File: config.mk
export PLATFORM = sky130hd
export DESIGN_NAME = sts_front
export DESIGN_NICKNAME = d
export VERILOG_FILES = /design/src/hw/rtl/sts_pkg.sv /design/src/hw/rtl/sts_front.sv
export SDC_FILE = /design/constraint.sdc
export NUM_CORES = 1
export LEC_CHECK = 0
export ABC_AREA = 1
export BUFFER_PORTS_ARGS = -buffer_cell sky130_fd_sc_hd__buf_2
export CORE_MARGIN = 1
export CORE_UTILIZATION = 60
export CTS_CLUSTER_SIZE = 28
export DETAILED_ROUTE_END_ITERATION = 7
export HOLD_SLACK_MARGIN = 0.05
export PLACE_DENSITY_LB_ADDON = 0.12
export RECOVER_POWER = 25
export SLEW_MARGIN = 10
export SYNTH_ARGS = -nofsm -noshare
export SYNTH_HDL_FRONTEND = slang
export SYNTH_SLANG_ARGS = --single-unit
File: constraint.sdc
create_clock -name clk_i -period 5 [get_ports clk_i]
set_clock_uncertainty 0.2 [all_clocks]
set_input_delay 1.5 -clock clk_i [delete_from_list [all_inputs] [get_ports clk_i]]
set_output_delay 1.5 -clock clk_i [all_outputs]
set_load 0.05 [all_outputs]
File: src/hw/rtl/sts_pkg.sv
`default_nettype none
package sts_pkg;

  typedef enum logic [4:0] {
    M_IDLE, M_CMT, M_CMTQ, M_IDENT, M_KWCOLON, M_KWSWORD, M_KWSCOLON, M_COLON,
    M_CVAR, M_BIN, M_STR, M_STRQ, M_DOLLAR, M_MINUS, M_INT10, M_RSIGN,
    M_RFIRST, M_RINT, M_DOT, M_FRAC, M_ESIGN, M_EFIRST, M_EXP
  } mode_e;

  localparam logic [4:0] K_TEXT     = 5'd0;
  localparam logic [4:0] K_END      = 5'd1;
  localparam logic [4:0] K_IDENT    = 5'd2;
  localparam logic [4:0] K_KEYWORD  = 5'd3;
  localparam logic [4:0] K_KEYWORDS = 5'd4;
  localparam logic [4:0] K_COLONVAR = 5'd5;
  localparam logic [4:0] K_BINSEL   = 5'd6;
  localparam logic [4:0] K_ASSIGN   = 5'd7;
  localparam logic [4:0] K_STRING   = 5'd8;
  localparam logic [4:0] K_CHAR     = 5'd9;
  localparam logic [4:0] K_INT      = 5'd10;
  localparam logic [4:0] K_FLOAT    = 5'd11;
  localparam logic [4:0] K_LPAREN   = 5'd12;
  localparam logic [4:0] K_RPAREN   = 5'd13;
  localparam logic [4:0] K_LBRACK   = 5'd14;
  localparam logic [4:0] K_RBRACK   = 5'd15;
  localparam logic [4:0] K_PERIOD   = 5'd16;
  localparam logic [4:0] K_SEMI     = 5'd17;
  localparam logic [4:0] K_CARET    = 5'd18;
  localparam logic [4:0] K_HASH     = 5'd19;

  localparam logic [3:0] E_NONE     = 4'd0;
  localparam logic [3:0] E_COMMENT  = 4'd1;
  localparam logic [3:0] E_KWCOLON  = 4'd2;
  localparam logic [3:0] E_CVAR     = 4'd3;
  localparam logic [3:0] E_NEGBASE  = 4'd4;
  localparam logic [3:0] E_BASE     = 4'd5;
  localparam logic [3:0] E_DIGIT    = 4'd6;
  localparam logic [3:0] E_EXPONENT = 4'd7;
  localparam logic [3:0] E_ILLEGAL  = 4'd8;
  localparam logic [3:0] E_STRING   = 4'd9;
  localparam logic [3:0] E_TOOLONG  = 4'd10;

  localparam logic [5:0]  BASE_TEN  = 6'd10;
  localparam logic [5:0]  NO_DIGIT  = 6'd63;
  localparam logic [19:0] LINE_MAX  = 20'hFFFFF;
  localparam logic [31:0] EXP_POS_MAX = 32'h7FFFFFFF;
  localparam logic [35:0] EXP_SAT   = 36'h080000000;

  typedef struct packed {
    logic       alpha;
    logic       digit;
    logic       special;
    logic [5:0] dval;
  } cls_t;

  typedef struct packed {
    logic       valid;
    logic [7:0] ch;
    cls_t       cls;
  } head_t;

  typedef struct packed {
    logic [4:0]  kind;
    logic [7:0]  ch;
    logic [63:0] val;
    logic [7:0]  frac;
    logic [31:0] ex;
    logic [5:0]  rad;
    logic [3:0]  err;
    logic [19:0] line;
    logic        last;
  } res_t;

endpackage
`default_nettype wire

File: src/hw/rtl/sts_front.sv
`default_nettype none
module sts_front import sts_pkg::*; (
  input  wire logic       clk_i,
  input  wire logic       rst_ni,
  input  wire logic       in_valid_i,
  output logic            in_stall_o,
  input  wire logic [7:0] char_code_i,
  input  wire logic       pop_i,
  output head_t           head_o
);

  logic [1:0] cnt_q, cnt_d;
  logic       wp_q, rp_q;
  logic [7:0] ch_q [2];
  cls_t       cls_q [2];
  logic       push;
  cls_t       cls_in;

  always_comb begin
    cls_in.alpha = (char_code_i >= "a" && char_code_i <= "z") ||
                   (char_code_i >= "A" && char_code_i <= "Z");
    cls_in.digit = char_code_i >= "0" && char_code_i <= "9";
    case (char_code_i)
      "+", "/", "\\", "*", "~", "<", ">", "=", "@", "%", "|", "&", "?", "!", ",":
        cls_in.special = 1'b1;
      default: cls_in.special = 1'b0;
    endcase
    if (cls_in.digit) cls_in.dval = 6'(char_code_i - "0");
    else if (char_code_i >= "A" && char_code_i <= "Z") cls_in.dval = 6'(char_code_i - "A" + 8'd10);
    else cls_in.dval = NO_DIGIT;
  end

  assign in_stall_o = cnt_q == 2'd2;
  assign push = in_valid_i && !in_stall_o;
  assign cnt_d = cnt_q + {1'b0, push} - {1'b0, pop_i};

  always_ff @(posedge clk_i or negedge rst_ni) begin
    if (!rst_ni) begin
      cnt_q <= '0;
      wp_q  <= 1'b0;
      rp_q  <= 1'b0;
    end else begin
      cnt_q <= cnt_d;
      if (push) wp_q <= !wp_q;
      if (pop_i) rp_q <= !rp_q;
    end
  end

  always_ff @(posedge clk_i) begin
    if (push) begin
      ch_q[wp_q]  <= char_code_i;
      cls_q[wp_q] <= cls_in;
    end
  end

  assign head_o.valid = cnt_q != 2'd0;
  assign head_o.ch    = ch_q[rp_q];
  assign head_o.cls   = cls_q[rp_q];

endmodule
`default_nettype wire

=== Word level (Yosys, flattened, before mapping) ===
Memory sizes are Yosys's and may differ from the RTL's.
Cells that the tools add are included.

* $add $sub $neg: 5
* Order comparisons: 6
* Equal/unequal tests: 16
* Muxes and demuxes: 5
* Reductions and logical operators: 10

{| class="wikitable"
|+ Operator list
! cell !! count
|-
| $eq A8 B6 Y1 const B || 11
|-
| $eq A8 B7 Y1 const B || 4
|-
| $ge A8 B7 Y1 const B || 2
|-
| $le A8 B7 Y1 const B || 2
|-
| $reduce_or A15 Y1 || 1
|-
| $mux W6 || 2
|-
| $ge A8 B6 Y1 const B || 1
|-
| $le A8 B6 Y1 const B || 1
|-
| $add A6 B4 Y6 const B || 1
|-
| $sub A6 B1 Y6 const B || 1
|-
| $sub A6 B6 Y6 const B || 1
|-
| $logic_and A1 B1 Y1 || 4
|-
| $logic_not A1 Y1 || 3
|-
| $mux W1 || 3
|-
| $add A2 B1 Y2 || 1
|-
| $eq A2 B2 Y1 const B || 1
|-
| $reduce_bool A2 Y1 || 1
|-
| $sub A2 B1 Y2 || 1
|-
| $logic_or A1 B1 Y1 || 1
|}

* Flip-flop bits (word level): 4
* Bits in writable memories: 34
* Input bits: 12
* Word-level logic and storage cells: 47
* Memories kept: 2

{| class="wikitable"
|+ Memories
! memory !! words !! bits a word !! read ports !! clocked after Yosys merged registers in !! write ports !! RTL line !! RTL
|-
| cls_q || 2 || 9 || 1 || 0 || 1 || sts_front.sv:15 || <nowiki>cls_t cls_q [2];</nowiki>
|-
| ch_q || 2 || 8 || 1 || 0 || 1 || sts_front.sv:14 || <nowiki>logic [7:0] ch_q [2];</nowiki>
|}

=== Logic depth before layout (Yosys ltp) ===
Gate-level depths: netlist of the first run.

* Depth in word-level cells: 5
* Mapped depth: 9
* Depth with buffers taken out: 9

=== Least setup slack after synthesis of the first run ===
No wires, ideal clock.

* Path type: input port to flip-flop
* From: input port in_valid_i
* To: memory ch_q[1][0], enable pin
* Setup time: 390 ps
* Arrival time: 2366 ps
* Required time: 4410 ps
* Slack: 2043 ps
* Stages: 2
* Buffers on the path: 0
* Path through: o21ai_1 -> nor2_1

* Word-level cells in the longest chain between the ends: 3

{| class="wikitable"
|+ Ends and longest elaborated chain
! element !! RTL line !! RTL
|-
| start, declared || sts_front.sv:5 || <nowiki>input wire logic in_valid_i,</nowiki>
|-
| $logic_and A1 B1 Y1 || sts_front.sv:34 || <nowiki>assign push = in_valid_i && !in_stall_o;</nowiki>
|-
| $mux W1 || sts_front.sv:50 || <nowiki>if (push) begin</nowiki>
|-
| $mux W1 (not written as such) || sts_front.sv:51 || <nowiki>ch_q[wp_q] <= char_code_i;</nowiki>
|-
| end, declared || sts_front.sv:14 ||
|}

No other way between the ends.

==> impl_metrics.csv, run 1 <==
group,metric,value,unit
floorplanning,die_w,60.0,µm
clock_network,cts-root-buf,"clkbuf_4",
synthesis,ys_types,29,
clock_network,cts_resized,0,
floorplanning,start_util,64.5,%
timing,tns,0,ns
floorplanning,dieArea,3600,µm²
global_routing,antenna_found_initial,0,
critical_path,crit_chain,"mux2_2, buf_2",
timing,rsz0062_at_grt,"false",
final_layout,layout-drive-gt1-share,30.2,%
final_layout,regArea,1120,µm²
routing,antenna_left,0,
min_path,hold_class,"reg -> reg",
timing,min_period,3.54,ns
placement,place_area,2200,µm²
critical_path,cpLargestDelayFamily,"flip-flops",
clock_network,clock-sinks,38,
synthesis,ys_seq_area_share,55.6,%
global_routing,grt.total_usage,24.0,%
synthesis,synth-main-ff-cell,"edfxtp_1",
synthesis,synth_area,2020,µm²
clock_network,cts.clk_slew.worst_paths,0.11,ns
routing,vias,1404,
final_layout,area_growth,13.4,%
synthesis,synth-edff-count,34,
routing,drt_wl_total,3780,µm
final_layout,filler_cell_count,235,
critical_path,critical_path_class,"reg -> out",
final_layout,mostFrequentLayoutCells,"34 x edfxtp_1, 25 x nand2_1, 20 x buf_2",
timing,worst_slew_pin_slew,0.997,ns
global_routing,grt_max_degree,19,
global_routing,grt_pass1_vias,1323,
critical_path,worstPathMaxFanout,18,
placement,port-buffer-count,30,
floorplanning,coreArea,3130,µm²
critical_path,path_buf_inv,1,
power_and_ir_drop,pwr_density_cell,555,nW/µm²
global_routing,grt_pass1_wl,6120,µm
clock_network,numCtsBuffers,5,
clock_network,cts_setup_buffers,0,
clock_network,cts_buffer_depth,2,
clock_network,cts_tree,"built",
final_layout,fin_nets,234,
routing,viasPerCell,5.48,
final_layout,finish.utilization,73.1,%
synthesis,async_reset_ff_share,10.5,%
synthesis,syn_area_per_cell,11.5,µm²
synthesis,ys_ff_latch,38,
power_and_ir_drop,ir_worst_vdd,0.000282,V
synthesis,synth_area_leaders,"edfxtp_1 51%, mux2_2 9.5%, ha_1 6.8%",
placement,gp_congestion,1.01,
timing,maxSlewHeadroom,33.5,%
synthesis,syn_nets,199,
clock_network,clock_latency,0.34,ns
critical_path,endpoint_kind,"primary output",
final_layout,final_design_area_no_fill,2290,µm²
timing,slew_violations,0,
routing,wl_per_cell,14.8,µm
floorplanning,ios,31,
clock_network,h-tree-depth,2,
global_routing,grt_overflow,0,
final_layout,n_antenna_cell,0,
synthesis,synthCells,176,
power_and_ir_drop,leakage,0.000938,µW
synthesis,yosys_warnings,0,
timing,fmax,0.283,GHz
timing,period_share,70.8,%
job,drv_cap,0,
routing,first_pass_iters,4,
critical_path,critPathMaxStageDelay,0.87,ns
timing,hold_violations,0,
critical_path,cp.arrival,1.84,ns
floorplanning,die_y,60.0,µm
final_layout,multi_input_area,782,µm²
synthesis,yosysTopAreaCell,"edfxtp_1",
critical_path,startpoint_type,"flip-flop",
synthesis,synth_top_area_share,50.6,%
clock_network,postCtsHoldBufs,0,
floorplanning,rows,20,
final_layout,mostFrequentLayoutCell,"edfxtp_1",
routing,drtIter0Drc,101,
timing,setup_violations,0,
routing,drc,0,
critical_path,required,3.30,ns
placement,dp_hpwl,2690,µm
outcome,status,"complete, no violations",
critical_path,crit_path_top_delay_cell,"dfrtp_1",
## final timing paths
path	from	to	slack (ns)	cells after the start
max	rp_q	head_o[2]	1.46	2
max reg2reg	cnt_q[1]	cls_q[1][4]	2.83	4
max in group asynchronous	rst_ni	cnt_q[0]	3.66	1
min in group asynchronous	rst_ni	wp_q	0.76	1
min reg2reg	wp_q	wp_q	0.38	2
min	wp_q	wp_q	0.38	2
## sequential cells by signal (all words and copies together) (netlist names)
| signal | count |
|---|---|
| cls_q | 18 |
| ch_q | 16 |
| cnt_q | 2 |
| rp_q | 1 |
| wp_q | 1 |
## report_power, final
group          internal (µW)  total [µW]  switching (µW)
clock                    154         253            99.0
sequential               437         486            49.6
combinational            150         529             379
total                    740        1270             528
## per-layer routing
layer / GRT usage [%] / share of wire [%] / wire [µm] / vias to the layer above
met5: 0 / 0 / 0 / -
met4: 10.3 / 1.9 / 71 / 0
met3: 4.98 / 6.4 / 241 / 10
met2: 40.3 / 50 / 1880 / 62
met1: 30.0 / 42 / 1590 / 658
li1: - / - / - / 674
## stage by stage
step / setup WS, ns / power [µW] / cells / hold slack, ns
2_1_floorplan: 2.04 / 914 / 176 / 0.315
3_3_place_gp: 1.86 / 1010 / 248 / 0.328
3_5_place_dp: 1.78 / 1030 / 248 / 0.357
4_1_cts: 1.44 / 1280 / 256 / 0.377
5_1_grt: 1.36 / 1320 / 256 / 0.411
6_report: 1.46 / 1270 / 256 / 0.378
## worst reg2reg max path, cell delays in order (launching register included)
cell      delay, ns
dfrtp_1        0.39
inv_1          0.10
o21ai_0        0.20
nor2_1         0.14
clkbuf_1       0.76
## synthesized netlist by cell type, types with 2 or more instances
library cell,instances
a21oi_1,3
buf_6,2
dfrtp_1,4
edfxtp_1,34
ha_1,11
inv_1,14
inv_2,4
mux2_2,17
nand2_1,25
nand2_2,6
nand3_1,9
nand4_1,6
nor2_1,12
nor2_2,3
o21ai_0,3
o21ai_1,4
xnor2_1,2
xor2_1,6
## cell families (layout without fill, tap and decap cells)
group           Yosys count  in the layout  synth area share, %
fa+ha+maj                11             11                 6.82
flops                    38             38                 55.6
buf+inv                  24             60                 5.64
compound gates           13             13                 3.60
xor+xnor                  8              8                 3.47
simple gates             65             65                 15.4
mux                      17             17                 9.49
## final cells by class
class	count	area share, %
Sequential cell	38	49.0
Multi-Input combinational cell	114	34.2
Timing Repair Buffer	32	6.51
Inverter	20	3.45
Clock inverter	3	2.79
Tap cell	44	2.41
Clock buffer	5	1.64
Note: power is estimated with default switching activity, not from simulation.
==> run 2, diff against run 1 <==
Settings changed: ABC_AREA 1 to 0, CORE_UTILIZATION 60 to 50.
Clock period 5 ns to 2.9 ns, I/O delays scaled along.
==> impl_metrics.csv, run 2 <==
group,metric,value,unit
placement,dp_hpwl,2450,µm
critical_path,path_buf_inv,2,
final_layout,top_regs,"cls_q: 18 flops, ch_q: 16 flops, cnt_q: 2 flops",
final_layout,filler_cell_count,306,
floorplanning,coreArea,3660,µm²
timing,period_share,88.5,%
floorplanning,start_util,52.5,%
placement,gp_congestion,0.835,
clock_network,cts_buffer_depth,2,
critical_path,crit_chain,"buf_2, inv_1, ha_1, or4b_4, a311oi_2, a21oi_2, a31o_1",
clock_network,clock-sinks,38,
synthesis,synthCells,142,
synthesis,ys_seq_area_share,58.3,%
global_routing,grt.total_usage,19.0,%
global_routing,antenna_found_initial,0,
critical_path,r2r_slack,0.86,ns
routing,drt_wl_total,3480,µm
synthesis,synth.top_cells.by_count,"34 x edfxtp_1, 18 x mux2_2, 11 x ha_1, 10 x inv_1, 10 x nor2_1",
final_layout,regArea,1120,µm²
synthesis,ys_ff_latch,38,
global_routing,grt_pass1_vias,1199,
placement,port-buffer-count,30,
final_layout,mostFrequentLayoutCells,"34 x edfxtp_1, 21 x buf_2, 18 x mux2_2",
final_layout,largest_reg_flops,18,
clock_network,cts-root-buf,"clkbuf_8",
power_and_ir_drop,leakage,0.000855,µW
synthesis,synth.most_common_cell,"edfxtp_1",
final_layout,fin_nets,205,
timing,hold_ws,0.198,ns
final_layout,multi_input_area,739,µm²
routing,first_pass_iters,4,
synthesis,async_reset_ff_share,10.5,%
floorplanning,ios,31,
synthesis,synth_top_area_share,53.1,%
timing,slew_violations,0,
global_routing,grt_max_degree,19,
synthesis,synth_area,1920,µm²
critical_path,required,2.74,ns
synthesis,syn_area_per_cell,13.5,µm²
timing,setup_violations,0,
global_routing,grt_overflow,0,
power_and_ir_drop,pwr_density_cell,949,nW/µm²
routing,drtIter0Drc,25,
critical_path,cpLargestDelayFamily,"compound AO/OA/AOI/OAI gates",
timing,worst_slew_pin_slew,1.05,ns
timing,fmax,0.390,GHz
critical_path,critPathMaxStageDelay,0.50,ns
synthesis,yosys_warnings,0,
final_layout,layout-drive-gt1-share,30.6,%
clock_network,numCtsBuffers,5,
critical_path,startpoint,"char_code_i[1]",
final_layout,regMostFlops,"cls_q",
floorplanning,die_w,64.0,µm
outcome,status,"complete, no violations",
timing,hold_violations,0,
clock_network,cts_tree,"built",
timing,min_period,2.57,ns
final_layout,mostFrequentLayoutCell,"edfxtp_1",
clock_network,cts.clk_slew.worst_paths,0.07,ns
job,drv_cap,0,
floorplanning,die_y,64.0,µm
power_and_ir_drop,ir_worst_vdd,0.000481,V
clock_network,cts_setup_buffers,0,
timing,rsz0062_at_grt,"false",
routing,antenna_left,0,
critical_path,timing.rr.end,"cls_q[1][2]",
synthesis,synth_area_leaders,"edfxtp_1 53%, mux2_2 11%, ha_1 7.2%",
synthesis,synth-main-ff-cell,"edfxtp_1",
critical_path,path_depth,7,
critical_path,r2r-start,"cnt_q[0]",
clock_network,h-tree-depth,2,
floorplanning,dieArea,4100,µm²
final_layout,final_cells,231,
critical_path,crit_path_top_delay_cell,"or4b_4",
global_routing,grt_pass1_wl,5680,µm
clock_network,clock_latency,0.29,ns
min_path,hold_class,"in -> async",
timing,maxSlewHeadroom,30.1,%
clock_network,postCtsHoldBufs,0,
synthesis,ys_types,37,
synthesis,syn_nets,165,
clock_network,cts_resized,0,
final_layout,n_antenna_cell,0,
floorplanning,rows,22,
routing,drc,0,
critical_path,endpoint_kind,"flip-flop",
critical_path,critical_path_class,"in -> reg",
synthesis,synth-edff-count,34,
critical_path,worstPathMaxFanout,7,
routing,viasPerCell,5.32,
critical_path,endpoint,"cls_q[0][8]",
critical_path,startpoint_type,"input pin",
timing,tns,0,ns
routing,vias,1230,
critical_path,cp.arrival,2.41,ns
placement,numPlacedInstances,223,
final_layout,area_growth,16.4,%
synthesis,yosysTopAreaCell,"edfxtp_1",
critical_path,ff2ff_path_depth,3,
routing,wl_per_cell,15.1,µm
[run 2: changes by cell type after synthesis, moves of 3 or more]
cell,change
inv_1,-4
nand3_1,-8
nand2b_1,+3
o21ai_1,-4
nor2_2,-3
nand4_1,-3
inv_2,-4
nand2_2,-6
xor2_1,-4
nand2_1,-22
a21oi_1,+3
xnor2_1,+3
[run 2: cells by family after synthesis]
| group | after synthesis | synth area share, % |
|---|---|---|
| flip-flops | 38 | 58.3 |
| AND/OR/NAND/NOR | 29 | 8.33 |
| AO/OA/AOI/OAI | 24 | 9.24 |
| multiplexers | 18 | 10.5 |
| buffers and inverters | 15 | 3.19 |
| adder cells (fa/ha/maj) | 11 | 7.16 |
| XOR/XNOR | 7 | 3.19 |
[run 2: metal layers]
layer / track usage (%) / wire [µm]
met5: 0 / 0
met4: 8.24 / 76
met3: 5.71 / 173
met2: 31.1 / 1760
met1: 23.1 / 1460
[run 2: cell type report]
| class | instances | share of cell area, % |
|---|---|---|
| Multi-Input combinational cell | 89 | 33.1 |
| Inverter | 10 | 1.68 |
| Timing Repair Buffer | 38 | 8.39 |
| Tap cell | 48 | 2.68 |
| Clock inverter | 1 | 0.224 |
| Clock buffer | 7 | 3.86 |
| Sequential cell | 38 | 50.1 |
[run 2: worst min path at each step]
stage	startpoint	to	slack, ns	cells after the start
2_1_floorplan	wp_q	wp_q	0.26	1
3_3_place_gp	wp_q	wp_q	0.27	1
3_5_place_dp	cnt_q[1]	cnt_q[1]	0.30	1
4_1_cts	rst_ni	cnt_q[0]	0.17	1
5_1_grt	rst_ni	cnt_q[0]	0.20	1
6_report	rst_ni	cnt_q[0]	0.20	1
[run 2: worst register-to-register path: cells and delay by family, from the launching register on]
kind | cells | cell delay, ns
buf+inv | 1 | 0.78
flops | 1 | 0.37
simple gates | 2 | 0.31
[run 2: through the flow]
| step | total power, µW | instance area (µm²) | util (%) | setup slack (ns) |
|---|---|---|---|---|
| final | 2120 | 2240 | 61.1 | 0.333 |
| after global routing | 2220 | 2240 | 61.1 | 0.180 |
| after CTS | 2150 | 2260 | 61.7 | 0.342 |
| after detailed placement | 1780 | 2170 | 59.2 | 0.0481 |
| after global placement | 1760 | 2170 | 59.2 | 0.0951 |
| after floorplan | 1570 | 1920 | - | 0.211 |
[run 2: power by group]
part | internal (µW) | switching [µW] | total (µW)
combinational | 279 | 681 | 960
clock | 192 | 176 | 368
sequential | 755 | 40.2 | 796
total | 1230 | 898 | 2120
==> run 3, diff against run 2 <==
Settings changed: SETUP_SLACK_MARGIN from default to 0.4.
==> impl_metrics.csv, run 3 (synthesis gave the netlist of run 2 again) <==
group,metric,value,unit
outcome,status,"complete, no violations",
global_routing,grt_max_degree,18,
power_and_ir_drop,leakage,0.000861,µW
min_path,hold_class,"in -> async",
placement,port-buffer-count,30,
final_layout,mostFrequentLayoutCells,"34 x edfxtp_1, 20 x buf_2, 18 x mux2_2",
final_layout,filler_cell_count,307,
final_layout,regMostFlops,"cls_q",
clock_network,h-tree-depth,2,
critical_path,crit_chain,"clkbuf_1, or4b_4, a311oi_4, a21oi_4, a31o_1",
floorplanning,dieArea,4100,µm²
critical_path,endpoint_kind,"flip-flop",
final_layout,largest_reg_flops,18,
timing,slew_violations,0,
critical_path,worstPathMaxFanout,14,
final_layout,mostFrequentLayoutCell,"edfxtp_1",
placement,place_area,2200,µm²
routing,wl_met2,1810,µm
timing,period_share,89.3,%
clock_network,clock-sinks,38,
global_routing,grt.total_usage,18.5,%
placement,numPlacedInstances,222,
global_routing,grt_pass1_wl,5640,µm
global_routing,antenna_found_initial,0,
routing,drtIter0Drc,51,
clock_network,numCtsBuffers,5,
timing,hold_ws,0.206,ns
routing,drt_wl_total,3340,µm
placement,dp_hpwl,2440,µm
floorplanning,die_y,64.0,µm
routing,drc,0,
floorplanning,coreArea,3660,µm²
critical_path,cp.arrival,2.42,ns
timing,fin_ws,0.310,ns
routing,viasPerCell,5.38,
critical_path,startpoint_type,"input pin",
global_routing,grt_overflow,0,
clock_network,clock_latency,0.28,ns
timing,tns,0,ns
power_and_ir_drop,ir_worst_vdd,0.000406,V
power_and_ir_drop,pwr_density_cell,909,nW/µm²
job,drv_cap,0,
final_layout,layout-drive-gt1-share,32.8,%
clock_network,cts_buffer_depth,2,
final_layout,area_growth,20.3,%
routing,vias,1243,
critical_path,critPathMaxStageDelay,0.64,ns
timing,fmax,0.386,GHz
timing,hold_violations,0,
final_layout,fin_nets,205,
critical_path,required,2.72,ns
final_layout,final_design_area_no_fill,2310,µm²
floorplanning,ios,31,
final_layout,n_antenna_cell,0,
routing,antenna_left,0,
routing,dr.max_layer_used,"met4",
timing,rsz0062_at_grt,"true",
critical_path,critical_path_class,"in -> reg",
clock_network,cts.clk_slew.worst_paths,0.07,ns
floorplanning,start_util,52.5,%
timing,maxSlewHeadroom,33.4,%
clock_network,cts_tree,"built",
timing,worst_slew_pin_slew,1.00,ns
final_layout,top_regs,"cls_q: 18 flops, ch_q: 16 flops, cnt_q: 2 flops",
routing,first_pass_iters,4,
placement,gp_congestion,0.893,
floorplanning,die_w,64.0,µm
timing,min_period,2.59,ns
clock_network,cts-root-buf,"clkbuf_8",
floorplanning,rows,22,
routing,wl_met3,238,µm
global_routing,grt_pass1_vias,1217,
final_layout,final_cells,231,
clock_network,postCtsHoldBufs,0,
placement,dp_slack,0.0765,ns
routing,wl_met1,1270,µm
critical_path,crit_path_top_delay_cell,"or4b_4",
routing,wl_per_cell,14.5,µm
timing,setup_violations,0,
[run 3: what timing repair did]
item                                    in CTS  in global routing
endpoints found under the setup margin      16                 18
resized for setup                            7                  4
pin swaps                                    1                  2
buffers inserted                             1                  0
[run 3: path summary, 6_finish.rpt]
check | startpoint | end | slack [ns] | cells past startpoint
max | char_code_i[2] | cls_q[1][8] | 0.31 | 5
min | rst_ni | cnt_q[1] | 0.21 | 1
max reg2reg | cnt_q[1] | ch_q[1][4] | 0.89 | 3
min reg2reg | wp_q | wp_q | 0.29 | 1
max in group asynchronous | rst_ni | rp_q | 2.09 | 1
min in group clk_i | wp_q | wp_q | 0.29 | 1
[run 3: power breakdown]
group          leakage [µW]  internal, µW  switching, µW  total [µW]
Sequential         0.000353           757           40.4         797
Combinational      0.000468           300            681         980
Clock             0.0000395           170            153         323
[run 3: cell type report]
cell class	instances	area [µm²]	share of cell area, %
multi-input cells	89	783	33.9
well taps	48	60.1	2.60
repair buffers	38	214	9.25
flip-flops and latches	38	1120	48.5
inverters	10	52.6	2.27
clock buffers	8	80.1	3.46
[run 3: metal layers]
| metal | global-route usage (%) | vias to the layer above |
|---|---|---|
| li1 | - | 606 |
| met1 | 21.8 | 592 |
| met2 | 33.1 | 43 |
| met3 | 4.29 | 2 |
| met4 | 6.25 | 0 |
| met5 | 0 | - |
[run 3: metrics by stage]
step	total power [µW]	util, %
3_5_place_dp	1780	60.0
3_3_place_gp	1770	60.0
6_report	2100	63.2
5_1_grt	2210	63.2
4_1_cts	2130	63.1
2_1_floorplan	1570	-
[run 3: worst max-delay path, delay by kind of cell]
kind	cells	cell delay, ns
buf+inv	1	0.25
compound gates	3	0.65
simple gates	1	0.64
